[src/hw/rtl/trms_pkg.sv]
// Package for the toy register machine step block.
// Holds sizes, operand/opcode/error codes, the beat payload types and range checks.
// No dependencies; every other file in hw/rtl except trms_ram imports it.
package trms_pkg;

	localparam int MEM_WORDS  = 64;
	localparam int REG_COUNT  = 5;
	localparam int PC_BITS    = 16;
	localparam int DATA_W     = 32;
	localparam int PC_OUT_W   = 16;
	localparam int REG_IDX_W  = (REG_COUNT > 1) ? $clog2(REG_COUNT) : 1;
	localparam int MEM_IDX_W  = (MEM_WORDS > 1) ? $clog2(MEM_WORDS) : 1;
	localparam logic [63:0] PC_MASK = (64'd1 << PC_BITS) - 64'd1;

	typedef enum logic [2:0] {
		OP_MOV, OP_ADD, OP_SUB, OP_JMP, OP_JPN, OP_PRN, OP_HLT, OP_BAD
	} op_t;

	typedef enum logic [1:0] {
		KIND_REG, KIND_MEM, KIND_CONST, KIND_NONE
	} kind_t;

	typedef enum logic [2:0] {
		ERR_NONE = 3'd0,
		ERR_FORM = 3'd1,
		ERR_ADDR = 3'd2,
		ERR_REG  = 3'd3,
		ERR_OP   = 3'd4
	} err_t;

	typedef struct packed {
		op_t                      op;
		kind_t                    first_kind;
		logic signed [DATA_W-1:0] first_value;
		kind_t                    second_kind;
		logic signed [DATA_W-1:0] second_value;
	} instr_t;

	typedef struct packed {
		logic [PC_OUT_W-1:0]      pc_after;
		logic                     print_valid;
		logic signed [DATA_W-1:0] print_value;
		logic                     halted;
		err_t                     error_code;
	} result_t;

	function automatic logic reg_ok(logic signed [DATA_W-1:0] v);
		return (v >= 32'sd1) && (v <= 32'(REG_COUNT));
	endfunction

	function automatic logic mem_ok(logic signed [DATA_W-1:0] v);
		return !v[DATA_W-1] && (v < 32'(MEM_WORDS));
	endfunction

	function automatic logic target_ok(logic signed [DATA_W-1:0] v);
		return !v[DATA_W-1] && ({32'd0, v} <= PC_MASK);
	endfunction

endpackage

[src/hw/rtl/trms_if.sv]
// Valid/ready channels for instruction beats and result beats.
// Depends on trms_pkg for the payload types.
interface instr_if import trms_pkg::*; ();
	logic   valid;
	logic   ready;
	instr_t data;

	modport source (output valid, output data, input ready);
	modport sink   (input valid, input data, output ready);
endinterface

interface result_if import trms_pkg::*; ();
	logic    valid;
	logic    ready;
	result_t data;

	modport source (output valid, output data, input ready);
	modport sink   (input valid, input data, output ready);
endinterface

[src/hw/rtl/trms_ram.sv]
// Generic single-write, single-read RAM with registered read data (read-first).
// No package dependency.
module trms_ram #(
	parameter int WIDTH = 32,
	parameter int DEPTH = 64
) (
	input  logic                                   clk,
	input  logic                                   we,
	input  logic [((DEPTH > 1) ? $clog2(DEPTH) : 1)-1:0] waddr,
	input  logic [WIDTH-1:0]                       wdata,
	input  logic                                   re,
	input  logic [((DEPTH > 1) ? $clog2(DEPTH) : 1)-1:0] raddr,
	output logic [WIDTH-1:0]                       rdata
);

	logic [WIDTH-1:0] mem [DEPTH];

	always_ff @(posedge clk) begin
		if (we) begin
			mem[waddr] <= wdata;
		end
		if (re) begin
			rdata <= mem[raddr];
		end
	end

endmodule

[src/hw/rtl/toy_register_machine_step.sv]
// Pipeline: read stage, execute stage, output register. Throughput: one instruction per
// cycle unless result beats are held back; register file and data memory are read when the
// beat is taken and written back from the execute stage, with bypass for back-to-back use.
// Reset: asynchronous; line counter to 1, halt cleared, all register and memory entries
// read as zero via per-entry valid bits, so there is no clearing pass.
module toy_register_machine_step import trms_pkg::*; (
	input logic         clk,
	input logic         arst_n,
	instr_if.sink       instr,
	result_if.source    result
);

	logic acc, adv, fire;

	// read stage
	logic                 vld_s1;
	instr_t               ins_s1;
	logic                 byp_a_s1, byp_b_s1, byp_m_s1;
	logic [DATA_W-1:0]    byp_a_d_s1, byp_b_d_s1, byp_m_d_s1;
	logic                 ev_a_s1, ev_b_s1, ev_m_s1;

	logic [REG_IDX_W-1:0] ra_idx, rb_idx;
	logic [MEM_IDX_W-1:0] m_idx;
	logic signed [DATA_W-1:0] m_sel;
	logic                 ev_a, ev_b, ev_m;

	// architectural state
	logic [REG_COUNT-1:0] reg_vld_q;
	logic [MEM_WORDS-1:0] mem_vld_q;
	logic [PC_BITS-1:0]   pc_q;
	logic                 halt_q;

	// RAM ports
	logic [DATA_W-1:0]    ram_a_rd, ram_b_rd, ram_m_rd;
	logic                 reg_we, mem_we;
	logic [REG_IDX_W-1:0] reg_widx;
	logic [MEM_IDX_W-1:0] mem_widx;
	logic [DATA_W-1:0]    reg_wd, mem_wd;

	// execute
	logic [DATA_W-1:0]    ra, rb, mv, opnd;
	logic [REG_IDX_W-1:0] xa_idx, xb_idx;
	logic [MEM_IDX_W-1:0] xm1_idx, xm2_idx;
	err_t                 err;
	logic                 jump, hlt, printed, rwe, mwe, commit;
	logic [DATA_W-1:0]    tgt, pval;
	logic [PC_BITS-1:0]   pc_next;
	result_t              res;

	// output register
	logic                 out_vld_q;
	result_t              out_q;

	assign adv         = !out_vld_q || result.ready;
	assign fire        = vld_s1 && adv;
	assign instr.ready = !vld_s1 || adv;
	assign acc         = instr.valid && instr.ready;

	assign result.valid = out_vld_q;
	assign result.data  = out_q;

	// ---------------------------------------------------------------- read stage
	always_comb begin
		ra_idx = REG_IDX_W'(instr.data.first_value - 32'sd1);
		rb_idx = REG_IDX_W'(instr.data.second_value - 32'sd1);
		m_sel  = (instr.data.op == OP_ADD || instr.data.op == OP_SUB) ?
			instr.data.second_value : instr.data.first_value;
		m_idx  = m_sel[MEM_IDX_W-1:0];
		ev_a   = ({1'b0, ra_idx} < (REG_IDX_W+1)'(REG_COUNT)) ? reg_vld_q[ra_idx] : 1'b0;
		ev_b   = ({1'b0, rb_idx} < (REG_IDX_W+1)'(REG_COUNT)) ? reg_vld_q[rb_idx] : 1'b0;
		ev_m   = ({1'b0, m_idx} < (MEM_IDX_W+1)'(MEM_WORDS)) ? mem_vld_q[m_idx] : 1'b0;
	end

	always_ff @(posedge clk or negedge arst_n) begin
		if (!arst_n) begin
			vld_s1 <= 1'b0;
		end else if (acc) begin
			vld_s1 <= 1'b1;
		end else if (fire) begin
			vld_s1 <= 1'b0;
		end
	end

	// catch a write-back landing on the same entry as this beat's read
	always_ff @(posedge clk) begin
		if (acc) begin
			ins_s1     <= instr.data;
			byp_a_s1   <= reg_we && (reg_widx == ra_idx);
			byp_b_s1   <= reg_we && (reg_widx == rb_idx);
			byp_m_s1   <= mem_we && (mem_widx == m_idx);
			byp_a_d_s1 <= reg_wd;
			byp_b_d_s1 <= reg_wd;
			byp_m_d_s1 <= mem_wd;
			ev_a_s1    <= ev_a;
			ev_b_s1    <= ev_b;
			ev_m_s1    <= ev_m;
		end
	end

	trms_ram #(.WIDTH(DATA_W), .DEPTH(REG_COUNT)) u_regs_a (
		.clk   (clk),
		.we    (reg_we),
		.waddr (reg_widx),
		.wdata (reg_wd),
		.re    (acc),
		.raddr (ra_idx),
		.rdata (ram_a_rd)
	);

	trms_ram #(.WIDTH(DATA_W), .DEPTH(REG_COUNT)) u_regs_b (
		.clk   (clk),
		.we    (reg_we),
		.waddr (reg_widx),
		.wdata (reg_wd),
		.re    (acc),
		.raddr (rb_idx),
		.rdata (ram_b_rd)
	);

	trms_ram #(.WIDTH(DATA_W), .DEPTH(MEM_WORDS)) u_dmem (
		.clk   (clk),
		.we    (mem_we),
		.waddr (mem_widx),
		.wdata (mem_wd),
		.re    (acc),
		.raddr (m_idx),
		.rdata (ram_m_rd)
	);

	// ------------------------------------------------------------- execute stage
	always_comb begin
		ra = byp_a_s1 ? byp_a_d_s1 : (ev_a_s1 ? ram_a_rd : '0);
		rb = byp_b_s1 ? byp_b_d_s1 : (ev_b_s1 ? ram_b_rd : '0);
		mv = byp_m_s1 ? byp_m_d_s1 : (ev_m_s1 ? ram_m_rd : '0);
		xa_idx  = REG_IDX_W'(ins_s1.first_value - 32'sd1);
		xb_idx  = REG_IDX_W'(ins_s1.second_value - 32'sd1);
		xm1_idx = ins_s1.first_value[MEM_IDX_W-1:0];
		xm2_idx = ins_s1.second_value[MEM_IDX_W-1:0];
	end

	always_comb begin
		err      = ERR_NONE;
		jump     = 1'b0;
		hlt      = 1'b0;
		printed  = 1'b0;
		pval     = '0;
		tgt      = ins_s1.first_value;
		opnd     = '0;
		rwe      = 1'b0;
		reg_widx = xa_idx;
		reg_wd   = ra;
		mwe      = 1'b0;
		mem_widx = xm1_idx;
		mem_wd   = ra;
		unique case (ins_s1.op)
			OP_MOV: begin
				unique case (ins_s1.first_kind)
					KIND_REG: begin
						if (!reg_ok(ins_s1.first_value)) begin
							err = ERR_REG;
						end else begin
							unique case (ins_s1.second_kind)
								KIND_REG: begin
									if (!reg_ok(ins_s1.second_value)) begin
										err = ERR_REG;
									end else begin
										rwe      = 1'b1;
										reg_widx = xb_idx;
									end
								end
								KIND_MEM: begin
									if (!mem_ok(ins_s1.second_value)) begin
										err = ERR_ADDR;
									end else begin
										mwe      = 1'b1;
										mem_widx = xm2_idx;
									end
								end
								KIND_CONST: begin
									rwe    = 1'b1;
									reg_wd = ins_s1.second_value;
								end
								KIND_NONE: err = ERR_FORM;
							endcase
						end
					end
					KIND_MEM: begin
						if (!mem_ok(ins_s1.first_value)) begin
							err = ERR_ADDR;
						end else if (ins_s1.second_kind == KIND_REG) begin
							if (!reg_ok(ins_s1.second_value)) begin
								err = ERR_REG;
							end else begin
								rwe      = 1'b1;
								reg_widx = xb_idx;
								reg_wd   = mv;
							end
						end else if (ins_s1.second_kind == KIND_CONST) begin
							mwe    = 1'b1;
							mem_wd = ins_s1.second_value;
						end else begin
							err = ERR_FORM;
						end
					end
					KIND_CONST, KIND_NONE: err = ERR_FORM;
				endcase
			end
			OP_ADD, OP_SUB: begin
				if (ins_s1.first_kind != KIND_REG) begin
					err = ERR_FORM;
				end else if (!reg_ok(ins_s1.first_value)) begin
					err = ERR_REG;
				end else begin
					unique case (ins_s1.second_kind)
						KIND_REG: begin
							if (!reg_ok(ins_s1.second_value)) err = ERR_REG;
							opnd = rb;
						end
						KIND_MEM: begin
							if (!mem_ok(ins_s1.second_value)) err = ERR_ADDR;
							opnd = mv;
						end
						KIND_CONST: opnd = ins_s1.second_value;
						KIND_NONE:  err = ERR_FORM;
					endcase
					rwe    = (err == ERR_NONE);
					reg_wd = (ins_s1.op == OP_SUB) ? ra - opnd : ra + opnd;
				end
			end
			OP_JMP, OP_JPN: begin
				if (ins_s1.op == OP_JMP && ins_s1.first_kind == KIND_CONST) begin
					if (!target_ok(ins_s1.first_value)) err = ERR_ADDR;
					else jump = 1'b1;
				end else if (ins_s1.first_kind != KIND_REG) begin
					err = ERR_FORM;
				end else if (!reg_ok(ins_s1.first_value)) begin
					err = ERR_REG;
				end else if (ins_s1.second_kind != KIND_CONST) begin
					err = ERR_FORM;
				end else if (!target_ok(ins_s1.second_value)) begin
					err = ERR_ADDR;
				end else begin
					tgt  = ins_s1.second_value;
					jump = (ra == '0) || (ins_s1.op == OP_JPN && ra[DATA_W-1]);
				end
			end
			OP_PRN: begin
				unique case (ins_s1.first_kind)
					KIND_REG: begin
						if (!reg_ok(ins_s1.first_value)) err = ERR_REG;
						else pval = ra;
					end
					KIND_MEM: begin
						if (!mem_ok(ins_s1.first_value)) err = ERR_ADDR;
						else pval = mv;
					end
					KIND_CONST: pval = ins_s1.first_value;
					KIND_NONE:  err = ERR_FORM;
				endcase
				printed = (err == ERR_NONE);
			end
			OP_HLT: hlt = 1'b1;
			OP_BAD: err = ERR_OP;
		endcase

		// drop register and memory writes on error or once halted; an error also drops the jump
		commit  = fire && !halt_q && (err == ERR_NONE);
		reg_we  = commit && rwe;
		mem_we  = commit && mwe;
		pc_next = (jump && err == ERR_NONE) ? tgt[PC_BITS-1:0] : pc_q + PC_BITS'(1);

		if (halt_q) begin
			res.pc_after    = PC_OUT_W'(pc_q);
			res.print_valid = 1'b0;
			res.print_value = '0;
			res.halted      = 1'b1;
			res.error_code  = ERR_NONE;
		end else begin
			res.pc_after    = PC_OUT_W'(pc_next);
			res.print_valid = printed;
			res.print_value = printed ? pval : '0;
			res.halted      = hlt || (err != ERR_NONE);
			res.error_code  = err;
		end
	end

	always_ff @(posedge clk or negedge arst_n) begin
		if (!arst_n) begin
			pc_q      <= PC_BITS'(1);
			halt_q    <= 1'b0;
			reg_vld_q <= '0;
			mem_vld_q <= '0;
			out_vld_q <= 1'b0;
		end else begin
			if (fire && !halt_q) begin
				pc_q   <= pc_next;
				halt_q <= hlt || (err != ERR_NONE);
			end
			if (reg_we) begin
				reg_vld_q[reg_widx] <= 1'b1;
			end
			if (mem_we) begin
				mem_vld_q[mem_widx] <= 1'b1;
			end
			if (fire) begin
				out_vld_q <= 1'b1;
			end else if (result.ready) begin
				out_vld_q <= 1'b0;
			end
		end
	end

	always_ff @(posedge clk) begin
		if (fire) begin
			out_q <= res;
		end
	end

endmodule

[src/flat_wrapper.sv]
// flat-port wrapper written by rule: the top's interface ports become plain ports
module toy_register_machine_step_flat import trms_pkg::*;
  (clk, arst_n, instr_valid, instr_data, instr_ready, result_valid, result_data, result_ready);
  instr_if instr_i ();
  result_if result_i ();
  input logic clk;
  input logic arst_n;
  input wire logic [$bits(instr_i.valid)-1:0] instr_valid;
  input wire logic [$bits(instr_i.data)-1:0] instr_data;
  output wire logic [$bits(instr_i.ready)-1:0] instr_ready;
  output wire logic [$bits(result_i.valid)-1:0] result_valid;
  output wire logic [$bits(result_i.data)-1:0] result_data;
  input wire logic [$bits(result_i.ready)-1:0] result_ready;
  assign instr_i.valid = instr_valid;
  assign instr_i.data = instr_data;
  assign instr_ready = instr_i.ready;
  assign result_valid = result_i.valid;
  assign result_data = result_i.data;
  assign result_i.ready = result_ready;
  toy_register_machine_step u_core (.clk(clk), .arst_n(arst_n), .instr(instr_i), .result(result_i));
endmodule
[config.mk]
export PLATFORM = sky130hd
export DESIGN_NAME = toy_register_machine_step_flat
export DESIGN_NICKNAME = d
export VERILOG_FILES = /design/src/hw/rtl/trms_pkg.sv /design/src/hw/rtl/trms_if.sv /design/src/hw/rtl/trms_ram.sv /design/src/hw/rtl/toy_register_machine_step.sv /design/src/flat_wrapper.sv
export SDC_FILE = /design/constraint.sdc
export NUM_CORES = 2
export LEC_CHECK = 0
export ABC_AREA = 1
export BUFFER_PORTS_ARGS = -buffer_cell sky130_fd_sc_hd__buf_2
export CELL_PAD_IN_SITES_DETAIL_PLACEMENT = 1
export CELL_PAD_IN_SITES_GLOBAL_PLACEMENT = 2
export CORE_MARGIN = 4
export CORE_UTILIZATION = 44
export CTS_CLUSTER_DIAMETER = 40
export CTS_CLUSTER_SIZE = 12
export DETAILED_ROUTE_END_ITERATION = 12
export PLACE_DENSITY_LB_ADDON = 0.1
export SLEW_MARGIN = 20
export SYNTH_ARGS = -nofsm -noshare
export SYNTH_HDL_FRONTEND = slang
export SYNTH_SLANG_ARGS = --single-unit
[constraint.sdc]
create_clock -name clk -period 6.2 [get_ports clk]
set_input_delay 0.93 -clock clk [delete_from_list [all_inputs] [get_ports clk]]
set_output_delay 0.93 -clock clk [all_outputs]
set_load 0.01 [all_outputs]
* Yosys cells after proc, flatten, opt, wreduce, memory -nomap -nowiden
Memory sizes are Yosys's and may differ from the RTL's. A register that Yosys moved wholly into a read port is not among the register bits.
Index checks and enable logic that the tools add are counted.
** Word-level totals
- Flip-flop bits (word level) :: 282
- Latch bits :: 0
- RAM bits :: 2368
- Memory bits (read-only) :: 0
- Bits of input ports :: 75
- Output and inout port bits :: 55
- Word-level logic and storage cells :: 236
- Memories kept :: 3
** Memory list
- u_core.u_dmem.mem :: depth 64, width 32, read ports 1, clocked after memory_dff 1, write ports 1, RTL line trms_ram.sv:16 : logic [WIDTH-1:0] mem [DEPTH];
- u_core.u_regs_a.mem :: depth 5, width 32, read ports 1, clocked after memory_dff 1, write ports 1, RTL line trms_ram.sv:16
- u_core.u_regs_b.mem :: depth 5, width 32, read ports 1, clocked after memory_dff 1, write ports 1, RTL line trms_ram.sv:16
** Cells by class
- Add/subtract/negate cells :: 7
- Multipliers :: 0
- Divide/modulo/power cells :: 0
- $lt $le $gt $ge :: 17
- Equal/unequal tests :: 19
- Shifts and indexed selects :: 0
- Muxes and demuxes :: 117
- Bitwise operators :: 4
- Reduce and logical (&&, ||, !) cells :: 45
** Operators with widths (number)
- 32-bit two-way mux :: 25
- 32-bit one-hot mux with 3 select lines :: 2
- 32-bit one-hot mux with 2 select lines :: 2
- 16-bit two-way mux :: 7
- 32-bit by 2-bit >= comparator with 1-bit output, second input constant :: 2
- 32-bit by 16-bit less-or-equal comparator with 1-bit output, second input constant :: 2
- 32-bit by 4-bit less-or-equal comparator with 1-bit output, second input constant :: 2
- 32-bit by 8-bit less-than comparator with 1-bit output, second input constant :: 2
- 64-bit OR :: 1
- 3-bit two-way mux :: 18
- 53-bit two-way mux :: 1
- 1-bit two-way mux :: 36
- 6-bit two-way mux :: 6
- 32-bit adder :: 1
- 32-bit logical NOT :: 1
- 32-bit subtractor :: 1
- 1-bit logical AND :: 20
- 3-bit one-hot mux with 3 select lines :: 2
- 16-bit by 1-bit adder with 16-bit output, second input constant :: 1
- 3-bit one-hot mux with 5 select lines :: 1
- 6-bit by 7-bit less-than comparator with 1-bit output, second input constant :: 2
- 3-bit == test, second input constant :: 4
- 3-bit logical NOT :: 4
- 3-bit by 4-bit less-than comparator with 1-bit output, second input constant :: 3
- other kinds (28) :: 63

* Longest topological paths before layout
- Word-level depth :: 15
- Gate-level depth with buffers :: 32
- Depth with buffers taken out :: 32

* Cells and area by module
A second synthesis with hierarchy kept.
** Second synthesis, totals
- Cells, all modules :: 10879
- Area, all modules :: 118322.2 um^2
** Modules (own cells, without submodules)
- trms_ram (u_core.u_dmem) :: times used 1, cells an instance 6785, area an instance 83106.0 um^2, seq. area each 62459.9 um^2
- toy_register_machine_step :: times used 1, cells an instance 2732, area an instance 19673.9 um^2, seq. area each 8029.0 um^2
- trms_ram (u_core.u_regs_a ...) :: times used 2, cells an instance 681, area an instance 7771.2 um^2, seq. area each 5765.5 um^2

* Worst setup path before layout
Ideal clock, no wire load.
- Kind :: input to register
- Start :: in result_ready
- End :: reg u_core.byp_a_d_s1[0], enable pin
- Setup time :: 0.589 ns
- Arrival time :: 5.783 ns
- Data required time :: 5.611 ns
- Path slack :: -0.172 ns
- Cell stages on the path :: 4
- Buffers on the path :: 0
- Cells stage by stage :: inv_1 -> nand3_1 -> nand2_1 -> inv_1
** Between the ends
- Cells in the longest elaborated chain, start to end :: 3
** Ends and longest elaborated chain
- start: declaration :: RTL line flat_wrapper.sv:13 : input wire logic [$bits(result_i.ready)-1:0] result_ready;
- 1-bit logical OR :: RTL line toy_register_machine_step.sv:54 : assign adv = !out_vld_q || result.ready;
- 1-bit logical OR :: RTL line toy_register_machine_step.sv:56 : assign instr.ready = !vld_s1 || adv;
- net instr_ready :: RTL line flat_wrapper.sv:10 : output wire logic [$bits(instr_i.ready)-1:0] instr_ready;
- 1-bit logical AND :: RTL line toy_register_machine_step.sv:57 : assign acc = instr.valid && instr.ready;
- net u_core.acc :: RTL line toy_register_machine_step.sv:13 : logic acc, adv, fire;
- end signal: assignment :: RTL line toy_register_machine_step.sv:91 : byp_a_d_s1 <= reg_wd;
- end: declaration :: RTL line toy_register_machine_step.sv:19 : logic [DATA_W-1:0] byp_a_d_s1, byp_b_d_s1, byp_m_d_s1;
The timed path passes the listed nets, and every way through them passes these cells.
A chain may end at the register's enable or synchronous reset.

* Worst setup path after layout
- Start :: reg u_core.ins_s1[32] (netlist name)
- End :: mem u_core.u_regs_b.mem[2][22], data pin
** Between the ends
- Cells in the longest elaborated chain, start to end :: 10
- Elaborated cells between the ends (all ways) :: 18
- Those cells by class :: add/sub: 2; eq/ne: 2; mux: 13; reduce/logical: 1
** Ends and longest elaborated chain
- start: declaration :: RTL line toy_register_machine_step.sv:17 : instr_t ins_s1;
- start signal: assignment :: RTL line toy_register_machine_step.sv:87 : ins_s1 <= instr.data;
- 2-bit == test, or another cell as far along :: RTL line toy_register_machine_step.sv:162, toy_register_machine_step.sv:214
- 32-bit one-hot mux with 3 select lines :: RTL line toy_register_machine_step.sv:214 : unique case (ins_s1.second_kind)
- 32-bit two-way mux :: RTL line toy_register_machine_step.sv:211 : end else if (!reg_ok(ins_s1.first_value)) begin
- 32-bit two-way mux :: RTL line toy_register_machine_step.sv:209 : if (ins_s1.first_kind != KIND_REG) begin
- 32-bit two-way mux :: RTL line toy_register_machine_step.sv:155 : unique case (ins_s1.op)
- 32-bit adder or 32-bit subtractor (tied branches) :: RTL line toy_register_machine_step.sv:227 : reg_wd = (ins_s1.op == OP_SUB) ? ra - opnd : ra + opnd;
- 32-bit two-way mux :: RTL line toy_register_machine_step.sv:227
- 32-bit two-way mux :: RTL line toy_register_machine_step.sv:211
- 32-bit two-way mux :: RTL line toy_register_machine_step.sv:209
- 32-bit one-hot mux with 2 select lines * :: RTL line toy_register_machine_step.sv:155
- net u_core.reg_wd[22] :: RTL line toy_register_machine_step.sv:38 : logic [DATA_W-1:0] reg_wd, mem_wd;
- end: declaration :: RTL line trms_ram.sv:16
Mark *: on every way through the listed nets, which the timed path passes. The rest lies on a longest branch. The select of a mux whose other input is x is not followed.

==> results.yml <==
hold_path:
  whs_path_depth: 1
  min_to: "u_core.ins_s1[65]"
  holdCritPathClass: "in2reg"
  min_from: "instr_data[65]"
routing:
  drt_wl_total_mm: 422
  route.vias.total: 80200
  drtPass1Iterations: 6
  drt-initial-drc-count: 8881
  vias_per_cell: 6.17
  ant_nets: 0
  avgRoutedWirePerCell_microns: 32.5
  drc: 0
placed_design:
  gp_congestion: 0.976
  place_ws_ps: 667
  numPortBuffers: 129
  hpwl_mm: 255
  place_area_sq_mm: 0.116
sta:
  setup_viol: 0
  hold_viol: 0
  max_freq_ghz: 0.178
  totalNegativeSetupSlack_ps: 0
  min_period_ps: 5630
  drv_slew: 0
  slew_headroom: 0.252
  min_period_over_period: 0.908
  worst_pin_slew_ps: 1120
  setup_ws_ps: 569
  finalClockSkew_ps: 112
  timing.hold.ws_ps: 122
  rsz0062_at_grt: "no"
global_route:
  grt_max_degree: 164
  antenna_found_initial: 14
  grt_pass1_wl_mm: 598
  grt_pass1_vias: 81300
  groute.usage.overall: 0.322
  gr-total-overflow: 0
yosys:
  ys_warn_count: 0
  muxShareOfSynthArea: 0.0000918
  synth_top_family_by_area: "compound AO/OA/AOI/OAI gates"
  synth_flop_cell: "edfxtp_1"
  synth-edff-count: 2498
  synth_cells: 9056
  syn_area_per_cell_sq_um: 12.0
  synthAdderAreaFrac: 0.00466
  synth-simple-area-share: 0.107
  synth_compound_area_frac: 0.143
  synthXorXnorAreaFrac: 0.00498
  synth.most_common_cell: "edfxtp_1"
  synth.distinct_cells: 58
  yosysSeqAreaShare: 0.708
  synth_commonest_cells: "edfxtp_1, nor2_1, o21ai_0, nand2_1, clkbuf_1"
  synth_top_area_cell: "edfxtp_1"
  syn-num-nets: 9171
  synth_area_sq_mm: 0.109
  synthArstFlopShare: 0.0340
  ys_ff_latch: 2586
  synth_top_area_frac: 0.688
  synth_area_leaders: "edfxtp_1, o21ai_0, nor2_1"
power:
  pwr-share-clk: 0.482
  finalPower_w: 0.0503
  seq_power_share: 0.400
  p_sw_w: 0.0135
  static-leakage-power_nw: 44.7
  p_sw_frac: 0.268
  p_int_w: 0.0368
  vdd_drop_max_v: 0.000306
  combPwrFrac: 0.117
  p_per_area_mw_per_mm2: 384
worst_setup_path:
  r2r_cells: 22
  cp-end-kind: "flip-flop"
  reg2reg_slack_ps: 570
  cp.required_ps: 6780
  critPathLaunchType: "flip-flop"
  worst_r2r_endpoint: "u_core.u_regs_b.mem[2][22]"
  crit_fanout: 25
  r2r_start: "u_core.ins_s1[32]"
  path_class: "reg2reg"
  cp.arrival_ps: 6210
clocking:
  root_buffer: "clkbuf_16"
  cts_buffers: 421
  clock_latency_ps: 1010
  cts_tree: "built"
  clk_pin_slew_ps: 50
  cts_sinks: 2586
  h-tree-depth: 5
  cts_max_path_buffers: 4
  cts_resized: 0
finish:
  fillerInstances: 24600
  drive_gt1_frac: 0.143
  area_growth_pct: 20.0
  fin_area_sq_mm: 0.131
  finalNetCount: 9455
floorplanning:
  die_w_microns: 506
  die_y_microns: 506
  coreArea_sq_mm: 0.246
  rows: 182
  start_util: 0.443
  die_area_sq_mm: 0.256
  io_pins: 130
run:
  cap_viol_max_count: 0
outcome:
  status: "finished, final reports clean"
## cells in the final DEF (no fill, tap or decap), types with 87 or more instances in the layout
cell	instances
nand2_1	885
a21oi_1	144
o221ai_1	340
dfrtp_1	87
o22ai_1	269
inv_1	260
edfxtp_1	2498
nand3_1	439
buf_4	270
nor2_1	1365
o21ai_0	1389
o211ai_1	232
clkbuf_16	424
buf_2	128
## state kept, by name, indices dropped and copies added (netlist names), 32 cells and up
register / flops
u_core.u_dmem.mem: 2048
u_core.mem_vld_q: 64
u_core.ins_s1: 71
u_core.u_regs_b.rdata: 32
u_core.u_dmem.rdata: 32
u_core.u_regs_b.mem: 64
u_core.u_regs_a.rdata: 32
u_core.result.data: 53
u_core.byp_a_d_s1: 32
u_core.byp_m_d_s1: 32
u_core.u_regs_a.mem: 96
## metrics by stage
step	utilization	std cells
2_1_floorplan	-	9056
4_1_cts	0.531	13000
6_report	0.531	13000
3_5_place_dp	0.472	12200
5_1_grt	0.531	13000
3_3_place_gp	0.471	12200
## cells by family after synthesis
family / after synthesis
xor gates and xnor gates: 62
and+or+nand+nor: 2870
DFF: 2586
AOI/OAI and AO/OA: 2581
adders and majority gates: 40
muxes: 1
buffers and inverters: 916
## final cells by class
cell class                 count  area, sq um  share of cell area
sequential                  2586        77200               0.590
multi-input combinational   5554        29300               0.224
clock buffer                 461        10800              0.0826
timing repair buffer         482         4380              0.0335
tap                         3312         4140              0.0317
clock inverter               309         3850              0.0294
inverter                     295         1140             0.00872
antenna                        4         10.0           0.0000765
## power by group through the flow
stage | logic (W) | clock network [W] | registers [W]
after floorplan | 0.00301 | 0 | 0.0205
after global placement | 0.00569 | 0 | 0.0205
after detailed placement | 0.00581 | 0 | 0.0205
after CTS | 0.00586 | 0.0245 | 0.0201
after global routing | 0.00631 | 0.0254 | 0.0201
final | 0.00591 | 0.0243 | 0.0201
## worst max-delay path: stages (launching register included)
cell and delay, ps:
edfxtp_1 460, inv_1 100, nand2_1 420, buf_4 410
a21oi_1 80, nor2_1 320, nand2_1 100, nor2_1 150
nand2_1 150, o21ai_0 320, nand2_1 110, xnor2_1 140
inv_1 60, ha_1 400, nand2_1 110, nor2_1 190
nand2_1 60, o21ai_0 470, a21boi_0 290, o21ai_0 280
xor2_1 190, o21ai_0 190, nand3_1 230
## worst max-delay path by stage
stage / from / end / slack (ps) / cells after the start
detailed placement: u_core.ins_s1[32] / u_core.u_regs_b.mem[2][22] / 670 / 22
global route: u_core.ins_s1[32] / u_core.u_regs_b.mem[2][22] / 140 / 22
finish: u_core.ins_s1[32] / u_core.u_regs_b.mem[2][22] / 570 / 22
CTS: u_core.ins_s1[32] / u_core.u_regs_b.mem[2][22] / 590 / 22
global placement: u_core.ins_s1[32] / u_core.u_regs_a.mem[1][31] / 690 / 27
floorplan: result_ready / u_core.byp_a_d_s1[0] / 990 / 4
## repair_timing
action | in CTS | in global routing
hold endpoints to repair | 23 | 0
setup buffers | 0 | 0
hold buffers | 1 | 0
## per-layer routing
| layer | routed length (microns) | global-route usage | vias up | part of all wire |
|---|---|---|---|---|
| met1 | 176000 | 0.445 | 41700 | 0.42 |
| met5 | 27 | 0 | - | 0.000064 |
| li1 | - | - | 34300 | - |
| met2 | 198000 | 0.514 | 3406 | 0.47 |
| met3 | 30000 | 0.0486 | 758 | 0.071 |
| met4 | 17900 | 0.129 | 4 | 0.042 |
Power figures use the tool's default switching activity.
